$ cat src/hw/rtl/potc_pkg.sv
`default_nettype none
package potc_pkg;

   localparam int SymW = 8;

   typedef enum logic [1:0] {
      VERDICT_TOTAL         = 2'd0,
      VERDICT_INCOMPLETE    = 2'd1,
      VERDICT_CONTRADICTORY = 2'd2
   } verdict_type;

   typedef struct packed {
      logic [7:0] first_symbol;
      logic [7:0] second_symbol;
      logic       last_pair;
   } req_type;

   typedef struct packed {
      logic [1:0] verdict;
      logic [8:0] symbol_count;
      logic       pairs_dropped;
   } rsp_type;

   // Controller to datapath.
   typedef struct packed {
      logic store;       // write accepted pair
      logic clr_start;   // restart clear sweep
      logic clr_step;    // clear one rank entry
      logic seen_start;  // restart pair walk for seen marking
      logic seen_step;   // issue one pair read, mark seen
      logic rnd_start;   // start a relaxation round
      logic rnd_step;    // relax one pair
      logic hit_start;   // restart hit histogram sweep
      logic hit_step;    // count one symbol
      logic chk_start;   // restart rank uniqueness sweep
      logic chk_step;    // check one rank
      logic finish;      // capture result, reset set state
   } cmd_type;

   // Datapath to controller.
   typedef struct packed {
      logic clr_done;
      logic seen_done;
      logic rnd_done;
      logic rnd_changed;
      logic contra;
      logic hit_done;
      logic chk_done;
      logic chk_bad;
   } sts_type;

endpackage
`default_nettype wire

$ cat src/hw/rtl/potc_ctrl.sv
`default_nettype none
module potc_ctrl
   import potc_pkg::*;
(
   input  wire logic    clock,
   input  wire logic    reset,
   input  wire logic    req_valid,
   input  wire logic    req_last,
   output logic         req_ready,
   output logic         rsp_valid,
   input  wire logic    rsp_ready,
   input  wire sts_type sts,
   output cmd_type      cmd
);

   typedef enum logic [7:0] {
      ST_LOAD  = 8'b0000_0001,
      ST_CLR   = 8'b0000_0010,
      ST_SEEN  = 8'b0000_0100,
      ST_RND   = 8'b0000_1000,
      ST_RNDX  = 8'b0001_0000,
      ST_HIT   = 8'b0010_0000,
      ST_CHK   = 8'b0100_0000,
      ST_FIN   = 8'b1000_0000
   } state_type;

   state_type state_ff, state_in;
   logic      vld_ff, vld_in;
   logic      acc;

   assign req_ready = (state_ff == ST_LOAD) && !vld_ff;
   assign acc       = req_valid && req_ready;
   assign rsp_valid = vld_ff;

   always_comb begin
      cmd      = '0;
      state_in = state_ff;
      vld_in   = vld_ff && !rsp_ready;
      unique case (state_ff)
         ST_LOAD: begin
            cmd.store = acc;
            if (acc && req_last) begin
               cmd.clr_start = 1'b1;
               state_in      = ST_CLR;
            end
         end
         ST_CLR: begin
            if (sts.clr_done) begin
               cmd.seen_start = 1'b1;
               state_in       = ST_SEEN;
            end else cmd.clr_step = 1'b1;
         end
         ST_SEEN: begin
            if (sts.seen_done) begin
               cmd.rnd_start = 1'b1;
               state_in      = ST_RND;
            end else cmd.seen_step = 1'b1;
         end
         ST_RND: begin
            if (sts.rnd_done) state_in = ST_RNDX;
            else cmd.rnd_step = 1'b1;
         end
         ST_RNDX: begin
            if (sts.contra) state_in = ST_FIN;
            else if (sts.rnd_changed) begin
               cmd.rnd_start = 1'b1;
               state_in      = ST_RND;
            end else begin
               cmd.hit_start = 1'b1;
               state_in      = ST_HIT;
            end
         end
         ST_HIT: begin
            if (sts.hit_done) begin
               cmd.chk_start = 1'b1;
               state_in      = ST_CHK;
            end else cmd.hit_step = 1'b1;
         end
         ST_CHK: begin
            if (sts.chk_done) state_in = ST_FIN;
            else cmd.chk_step = 1'b1;
         end
         ST_FIN: begin
            cmd.finish = 1'b1;
            vld_in     = 1'b1;
            state_in   = ST_LOAD;
         end
         default: state_in = ST_LOAD;
      endcase
   end

   always_ff @(posedge clock) begin
      if (reset) begin
         state_ff <= ST_LOAD;
         vld_ff   <= 1'b0;
      end else begin
         state_ff <= state_in;
         vld_ff   <= vld_in;
      end
   end

endmodule
`default_nettype wire

$ cat config.mk
export PLATFORM = sky130hd
export DESIGN_NAME = potc_ctrl
export DESIGN_NICKNAME = d
export VERILOG_FILES = /design/src/hw/rtl/potc_pkg.sv /design/src/hw/rtl/potc_ctrl.sv
export SDC_FILE = /design/constraint.sdc
export NUM_CORES = 1
export LEC_CHECK = 0
export BUFFER_PORTS_ARGS = -buffer_cell sky130_fd_sc_hd__buf_2
export CAP_MARGIN = 40
export CORE_MARGIN = 2
export CORE_UTILIZATION = 40
export CTS_BUF_LIST = sky130_fd_sc_hd__clkbuf_16
export DETAILED_ROUTE_END_ITERATION = 10
export GPL_TIMING_DRIVEN = 0
export PLACE_DENSITY = 0.65
export REMOVE_ABC_BUFFERS = 1
export SLEW_MARGIN = 25
export SYNTH_ARGS = -nofsm -noshare
export SYNTH_HDL_FRONTEND = slang
export SYNTH_SLANG_ARGS = --single-unit
$ cat constraint.sdc
create_clock -name clock -period 2.8 [get_ports clock]
set_input_delay 0.84 -clock clock [delete_from_list [all_inputs] [get_ports clock]]
set_output_delay 0.84 -clock clock [all_outputs]
set_load 0.03 [all_outputs]
Word level (Yosys, flattened, before mapping)
Cells that the tools add are included. W data, S select, Z words.

Input port bits: 13. Output and inout port bits: 14. Bits in registers: 9. Logic and storage cells: 55.

Mux-type cells: 32. Reductions and logical operators: 7. Equal/unequal tests: 14.

Operator list (count): $mux W8 (7); $pmux W8 S7 (1); $mux W1 (19); $ne A2 B2 Y1 const B (5); $eq A8 B1 Y1 const B (1); $eq A8 B2 Y1 const B (1); $eq A8 B3 Y1 const B (1); $eq A8 B4 Y1 const B (1); $eq A8 B5 Y1 const B (1); $eq A8 B6 Y1 const B (1); $eq A8 B7 Y1 const B (1); $eq A8 B8 Y1 const B (1); $mux W2 (3); $mux W6 (1); $reduce_and A6 Y1 (1); $logic_and A1 B1 Y1 (4); $logic_not A1 Y1 (2); $ne A2 B1 Y1 const B (1); $pmux W1 S2 (1).

Depth between registers and ports, before layout
Gate-level depths: netlist (run 1).

Depth after elaboration: 6. Depth in mapped cells: 5.

Worst setup path after synthesis (run 1)
OpenSTA, ideal clock, no wires.

Path kind: flip-flop to output port. Start point: register state_ff[4]. End point: output port cmd[11] (netlist bit). Cell stages (with the launch flop): 6. Slack: -0.017 ns. Required time: 1.960 ns. Path buffers: 1. Arrival: 1.977 ns. Cells stage by stage: dfxtp_1 -> buf_6 -> or4_4 -> nor3_4 -> nand3b_1 -> nor3b_1.

RTL lines: from (decl) (RTL line potc_ctrl.sv:27) `state_type state_ff, state_in;`; from (signal assigned) (RTL line potc_ctrl.sv:97) `state_ff <= state_in;`; to (decl) (RTL line potc_ctrl.sv:13) `output cmd_type cmd`.

==> flow_summary.toml, run 1 <==
[global_route]
antenna_found_initial = 0
grt_max_degree = 12
grt_pass1_wl_um = 2840
grt_pass1_vias = 645
overflow = 0
grt.total_usage = 0.190

[run]
maxCapViolations = 0

[clock_network]
hold_buffers = 0
clockBufferDepth = 2
clkLatencyLatePin_ps = 240
root_buffer = "clkbuf_16"
cts-buffers-inserted = 3
clk_pin_slew_ps = 40
cts_sinks = 9
htreeDepth = 1
cts_tree = "yes"

[sta]
tightest_slew_ps = 417
finalHoldViolCount = 0
slew_headroom = 0.722
min_period_ps = 2720
finalSetupViolations = 0
finalCritPeriodShare = 0.972
slew_viol_final = 0
fin_skew_ps = 2.28
fin_ws_ps = 77.2
fmax_ghz = 0.367
hold_slack_ps = 562

[yosys]
synth_edf_count = 0
synth-seq-area-share = 0.250
async_flop_share = 0
yosys_warnings = 0
ys.flop_type = "dfxtp_1"
synth.distinct_cells = 38
synthesis.area_um2 = 719
ys_ff_latch = 9
synthCells = 83
avgSynthCellArea_um2 = 8.67

[min_path]
hp-class = "register to register"

[final_layout]
layout_commonest_cell = "buf_2"
multi_input_area_um2 = 470
nFillCells = 165
seqCellArea_um2 = 184
drive_gt1_frac = 0.419
diodes = 0
final_cell_mix = "buf_2 (24), nor2_1 (10), inv_1 (6), dfxtp_1 (6)"
areaGrowthSynthToFinish_pct = 26.6
finalNetCount = 119

[detailed_routing]
dr.pass1.iters = 4
wl_per_cell_um = 13.2
drt_iter0_markers = 7
final_antenna_net_count = 0
vias = 702
drcViolationCount = 0
via_per_inst = 5.40
drt_wl_total_um = 1710

[floorplan]
fp.dieW_um = 46.4
rows = 15
io_pins = 27
start_util = 0.421
coreArea_mm2 = 0.00171
die_h_um = 46.4
fp.dieArea_mm2 = 0.00215

[critical_path]
cp-end-kind = "output pin"
cp_slowest_cell = "or4_4"
cp.required_ps = 1960
critPathKind = "register to output pin"
worstPathMaxFanout = 10
cpPeakStageDelay_ps = 540
r2r_end = "state_ff[2]$_SDFFE_PP0P_"
cp-start-kind = "register"
crit_start = "state_ff[4]$_SDFFE_PP0P_"
worstReg2RegStart = "state_ff[3]$_SDFFE_PP0P_"
ff2ff_path_depth = 4
crit_path_cell_trace = "or4_4 -> nor3_4 -> nand3b_1 -> nor3b_2 -> buf_4"
worstSetupEndpoint = "cmd[11]"
rrSetupSlack_ps = 1200
arrival_ps = 1880

[power_and_ir_drop]
leakagePower_nw = 0.438
pwr_density_cell_mw_per_mm2 = 498
ir_worst_vdd_v = 0.000315
design_power_total_mw = 0.453

[placement]
portBuffers = 25
gp_congestion = 0.850
dpl.hpwl_um = 1230
pre_cts_ws_ps = 256

[status]
status = "finished clean"
-- metrics by stage --
step / instance area [um2] / util / std cells / TNS, ps
floorplan: 658 / - / 76 / 0
global placement: 815 / 0.477 / 126 / 0
detailed placement: 815 / 0.477 / 126 / 0
CTS: 901 / 0.527 / 130 / 0
global route: 911 / 0.533 / 130 / -9.23
finish: 911 / 0.533 / 130 / 0
-- what timing repair did --
action / CTS / global route
gates cloned: 0 / 0
buffers inserted: 0 / 0
gates resized for setup: 2 / 4
pin swaps: 0 / 0
hold endpoints to repair: 0 / 0
setup endpoints to repair: 1 / 5
-- report_power, final --
group	switching (mW)	total [mW]	internal [mW]
Combinational	0.0320	0.0593	0.0273
Sequential	0.00738	0.139	0.131
Clock	0.0681	0.255	0.187
Total	0.108	0.453	0.346
-- critical path, delay by kind of cell (launching register included) --
kind                   cells  cell delay [ps]
and+or+nand+nor            4             1090
DFF                        1              370
buffers and inverters      1              180
-- synthesized netlist by cell type, types with 2 or more instances --
cell,number,area share
nand2b_1,3,0.026
nor2b_1,2,0.017
a21oi_1,3,0.021
nor3b_1,3,0.031
nor2_1,10,0.052
nand4_1,3,0.026
xor2_1,2,0.024
nand3b_1,2,0.021
dfxtp_1,9,0.25
and4b_2,2,0.031
buf_6,4,0.063
nor4b_1,3,0.037
inv_1,5,0.026
o21ai_0,3,0.021
or4_4,2,0.031
o21ba_2,2,0.028
nand4b_1,2,0.024
nor3_1,3,0.021
-- per-layer routing --
layer,vias to the layer above,wire length (um),GRT usage
li1,352,-,-
met1,323,744,0.240
met2,22,848,0.294
met3,5,68,0.0353
met4,0,49,0.120
met5,-,0,0
-- cell type report --
| cell class | count | share of cell area |
|---|---|---|
| Tap cell | 25 | 0.0343 |
| Timing Repair Buffer | 25 | 0.140 |
| Sequential cell | 9 | 0.202 |
| Multi-Input combinational cell | 62 | 0.516 |
| Clock buffer | 3 | 0.0824 |
| Inverter | 5 | 0.0206 |
| Clock inverter | 1 | 0.00412 |
-- flip-flops by register name (all words and copies together), names as in the netlist --
name,count
rsp_valid,1
state_ff,8
-- logic make-up after synthesis --
group / synth area share
simple gates: 0.457
compound gates: 0.157
buf+inv: 0.111
flops: 0.250
xor+xnor: 0.0244
-- worst min path at each step --
stage / from / endpoint / slack (ps) / cells after the start
after CTS: rsp_valid$_SDFF_PP0_ / rsp_valid$_SDFF_PP0_ / 560 / 2
after global routing: state_ff[5]$_SDFFE_PP0P_ / state_ff[7]$_SDFFE_PP0P_ / 590 / 1
after detailed placement: rsp_valid$_SDFF_PP0_ / rsp_valid$_SDFF_PP0_ / 540 / 2
after floorplan: state_ff[3]$_SDFFE_PP0P_ / state_ff[4]$_SDFFE_PP0P_ / 530 / 2
final: rsp_valid$_SDFF_PP0_ / rsp_valid$_SDFF_PP0_ / 560 / 2
after global placement: rsp_valid$_SDFF_PP0_ / rsp_valid$_SDFF_PP0_ / 540 / 2
(Power assumes the default switching activity.)
==> inputs of run 2 (changes only) <==
Settings changed: PLACE_DENSITY 0.65 to 0.67.
==> run 2 against run 1 <==
- sequential power about the same
- worst hold slack improved by 10 ps
- clock power is 2% higher
- sequential share of layout area is 0.11 points higher
- first-iteration DRC count unchanged
- largest cell class unchanged
==> flow_summary.toml, run 2 (synthesized netlist as in run 1, its figures left out) <==
[status]
status = "finished clean"

[final_layout]
regMostFlops = "state_ff"
areaGrowthSynthToFinish_pct = 25.9
instances_no_fill = 130
finalNetCount = 119
layout_commonest_cell = "buf_2"
final_cell_mix = "buf_2 (24), nor2_1 (10), dfxtp_1 (6)"
drive_gt1_frac = 0.419
largest_reg_flops = 8
final_util = 0.530
nFillCells = 181
diodes = 0

[clock_network]
clk_pin_slew_ps = 40
hold_buffers = 0
htreeDepth = 1
clkLatencyLatePin_ps = 240
cts_tree = "yes"
cts-buffers-inserted = 3
cts_sinks = 9
postCtsSetupRepairBufs = 0
root_buffer = "clkbuf_16"
clockBufferDepth = 2

[detailed_routing]
wl_per_cell_um = 13.5
drcViolationCount = 0
via_per_inst = 5.42
drt_iter0_markers = 7
final_antenna_net_count = 0
dr.pass1.iters = 2
drt_wl_total_um = 1750
vias = 704

[floorplan]
coreArea_mm2 = 0.00171
fp.dieArea_mm2 = 0.00215
start_util = 0.421
die_h_um = 46.4
io_pins = 27
rows = 15
fp.dieW_um = 46.4

[global_route]
overflow = 0
grt.total_usage = 0.191
met1_usage = 0.239
grtUsageMet3 = 0.0588
grt_pass1_vias = 619
grt_max_degree = 12
grtUsageMet2 = 0.289
antenna_found_initial = 0
grt.busiest_layer = "met2"
grt_pass1_wl_um = 2770

[sta]
slew_viol_final = 0
rsz0062_at_grt = "true"
slew_headroom = 0.607
min_period_ps = 2730
fmax_ghz = 0.367
finalCritPeriodShare = 0.974
tightest_slew_ps = 584
finalSetupViolations = 0
fin_skew_ps = 6.10
setup_tns_ps = 0
finalHoldViolCount = 0
hold_slack_ps = 572

[power_and_ir_drop]
ir_worst_vdd_v = 0.000327
design_power_total_mw = 0.458
pwr_density_cell_mw_per_mm2 = 506
leakagePower_nw = 0.435

[placement]
portBuffers = 25
place_inst = 126
dpl.hpwl_um = 1280
gp_congestion = 0.857

[critical_path]
cp_slowest_cell = "nor4_1"
cpPeakStageDelay_ps = 570
arrival_ps = 1890
critPathKind = "register to output pin"
cp.required_ps = 1960
cp-end-kind = "output pin"
rrSetupSlack_ps = 1170
crit_path_cell_trace = "nor4_1 -> nand4_1 -> a2bb2o_4 -> buf_2"
cp-start-kind = "register"
worstPathMaxFanout = 11
ff2ff_path_depth = 4

[min_path]
hp-class = "register to register"
min_path_cells = 2

[run]
maxCapViolations = 0
[run 2: cell count changes in the layout (fill, tap and decap cells not counted), sizes merged]
cell / change
clkinv: +1
inv: -1
[run 2: through the flow]
step,area (um2),setup slack [ps]
after floorplan,658,4.17
after global routing,906,-26.9
final,906,72.6
after detailed placement,815,254
after global placement,815,275
after CTS,897,6.47
[run 2: worst paths after layout]
path | from | to
setup reg to reg | state_ff[0]$_SDFFE_PP1P_ | state_ff[3]$_SDFFE_PP0P_
hold reg to reg | rsp_valid$_SDFF_PP0_ | rsp_valid$_SDFF_PP0_
hold / removal | rsp_valid$_SDFF_PP0_ | rsp_valid$_SDFF_PP0_
setup / recovery | state_ff[0]$_SDFFE_PP1P_ | cmd[6]
[run 2: worst max-delay path: cells and delay by family (launching register included)]
family / cells / cell delay [ps]
flops: 1 / 400
simple gates: 2 / 810
compound gates: 1 / 250
buf+inv: 1 / 190
[run 2: layout make-up]
type                            instances  area (um2)  area share
Clock buffer                            3        75.1      0.0829
Tap cell                               25        31.3      0.0345
Multi-Input combinational cell         62         464       0.512
Sequential cell                         9         184       0.203
Timing Repair Buffer                   25         128       0.141
Inverter                                5        18.8      0.0207
Clock inverter                          1        5.00     0.00552
[run 2: repair_timing]
action,in CTS,in global routing
endpoints found under the setup margin,1,7
gates resized for setup,1,4
hold endpoints to repair,0,0
[run 2: where the power goes]
group / leakage, nW / internal [mW] / total [mW] / switching (mW)
Sequential: 0.0743 / 0.131 / 0.138 / 0.00698
Combinational: 0.320 / 0.0267 / 0.0598 / 0.0331
Clock: 0.0409 / 0.189 / 0.260 / 0.0709
Total: 0.435 / 0.347 / 0.458 / 0.111
[run 2: routing by layer]
layer / part of all wire / up-vias
li1: - / 349
met1: 0.46 / 331
met2: 0.46 / 19
met3: 0.051 / 5
met4: 0.022 / 0
met5: 0 / -
==> inputs of run 3 (changes only) <==
Settings changed: PLACE_DENSITY 0.67 to 0.78, REMOVE_ABC_BUFFERS 1 to default.
==> run 3 against run 2 <==
- the run now ends with setup timing left
- setup slack worse by 78 ps
- flip-flop and latch count did not move
- worst hold slack worse by 6.4 ps
- wire length grew 8.0%
- global-route usage grew 0.11 points
- total power grew 2.1%
- clock power grew 2%
- final cell count increased by 6.9%
- final area increased by 9.4%
- clock skew fell by 5.6 ps
==> flow_summary.toml, run 3 (synthesized netlist as in run 1, its figures left out) <==
[status]
status = "complete, but fails checks"
failed_checks = "setup timing"

[detailed_routing]
drt_wl_total_um = 1890
final_antenna_net_count = 0
wl_per_cell_um = 13.6
drt_iter0_markers = 19
dr.pass1.iters = 4
drcViolationCount = 0
via_per_inst = 5.32
vias = 740

[power_and_ir_drop]
design_power_total_mw = 0.468
ir_worst_vdd_v = 0.000431
leakagePower_nw = 0.484
pwr_density_cell_mw_per_mm2 = 472

[final_layout]
finalNetCount = 128
diodes = 0
post-route-cell-area_um2 = 991
multi_input_area_um2 = 470
layout_commonest_cell = "buf_2"
final_cell_mix = "buf_2 (23), nor2_1 (10), dfxtp_1 (9)"
drive_gt1_frac = 0.439
regMostFlops = "state_ff"
nFillCells = 157
largest_reg_flops = 8
seqCellArea_um2 = 180
instances_no_fill = 139
areaGrowthSynthToFinish_pct = 37.7

[floorplan]
coreArea_mm2 = 0.00171
fp.dieW_um = 46.4
die_h_um = 46.4
io_pins = 27
rows = 15
fp.dieArea_mm2 = 0.00215
start_util = 0.421

[sta]
fin_ws_ps = -5.17
rsz0062_at_grt = "true"
fin_skew_ps = 0.497
finalCritPeriodShare = 1.00
slew_viol_final = 0
hold_slack_ps = 565
tightest_slew_ps = 399
slew_headroom = 0.732
finalHoldViolCount = 0
finalSetupViolations = 1
fmax_ghz = 0.356
min_period_ps = 2810

[placement]
place_inst = 133
portBuffers = 25
dpl.hpwl_um = 1250
gp_congestion = 0.867
post_dp_cell_area_um2 = 881
pre_cts_ws_ps = 253

[run]
maxCapViolations = 0

[critical_path]
critPathKind = "register to output pin"
cp.required_ps = 1960
cp-end-kind = "output pin"
worstPathMaxFanout = 8
arrival_ps = 1970
cp-start-kind = "register"

[yosys]
synth_nets = 96

[clock_network]
cts_sinks = 9
cts-buffers-inserted = 3
clkLatencyLatePin_ps = 240
clockBufferDepth = 2
root_buffer = "clkbuf_16"
cts_tree = "yes"
hold_buffers = 0
htreeDepth = 1
clk_pin_slew_ps = 40

[global_route]
overflow = 0
grt_max_degree = 11
grt.total_usage = 0.192
grt_pass1_wl_um = 2800
grt_pass1_vias = 608
antenna_found_initial = 0

[min_path]
hp-class = "register to register"
## run 3: cell count changes in the layout (fill, tap and decap cells not counted), sizes merged
cell    previous run  this run
clkbuf             3         5
buf               25        32
## run 3: cell type report
class,count,share of cell area
flip-flops and latches,9,0.182
well taps,25,0.0316
repair buffers,27,0.146
multi-input cells,62,0.475
clock buffers,3,0.0758
clock inverters,1,0.00505
plain buffers,7,0.0657
inverters,5,0.0189
## run 3: path summary, 6_finish.rpt
check,start,end,slack (ps),depth (start not counted)
worst max-delay path,state_ff[4]$_SDFFE_PP0P_,cmd[11],-5,6
worst min-delay path,rsp_valid$_SDFF_PP0_,rsp_valid$_SDFF_PP0_,570,2
worst max register to register,state_ff[6]$_SDFFE_PP0P_,state_ff[3]$_SDFFE_PP0P_,1160,5
worst min register to register,rsp_valid$_SDFF_PP0_,rsp_valid$_SDFF_PP0_,570,2
## run 3: critical path, stage by stage (launching register included)
cell and delay (ps):
dfxtp_1 300, buf_6 130, or4_4 540, nor3_4 200, nand3b_1 160, nor3b_2 210, buf_4 180
## run 3: routing by layer
metal / wire, um / track usage / part of all wire
met5: 0 / 0 / 0
met4: 36 / 0.114 / 0.019
met3: 107 / 0.0706 / 0.057
met2: 950 / 0.275 / 0.50
met1: 799 / 0.242 / 0.42
## run 3: repair_timing
item,CTS,global route
gates resized for setup,1,4
buffers inserted,0,2
cloned,0,0
endpoints found under the hold margin,0,0
endpoints found under the setup margin,1,6
## run 3: metrics by stage
step | TNS [ps] | utilization
after floorplan | 0 | -
after global placement | 0 | 0.516
after detailed placement | 0 | 0.516
after CTS | 0 | 0.564
after global routing | -110 | 0.580
final | -5.17 | 0.580
## run 3: power by group
group / internal [mW] / switching (mW)
Combinational: 0.0308 / 0.0397
Clock: 0.189 / 0.0755
Sequential: 0.131 / 0.00107
Total: 0.351 / 0.116
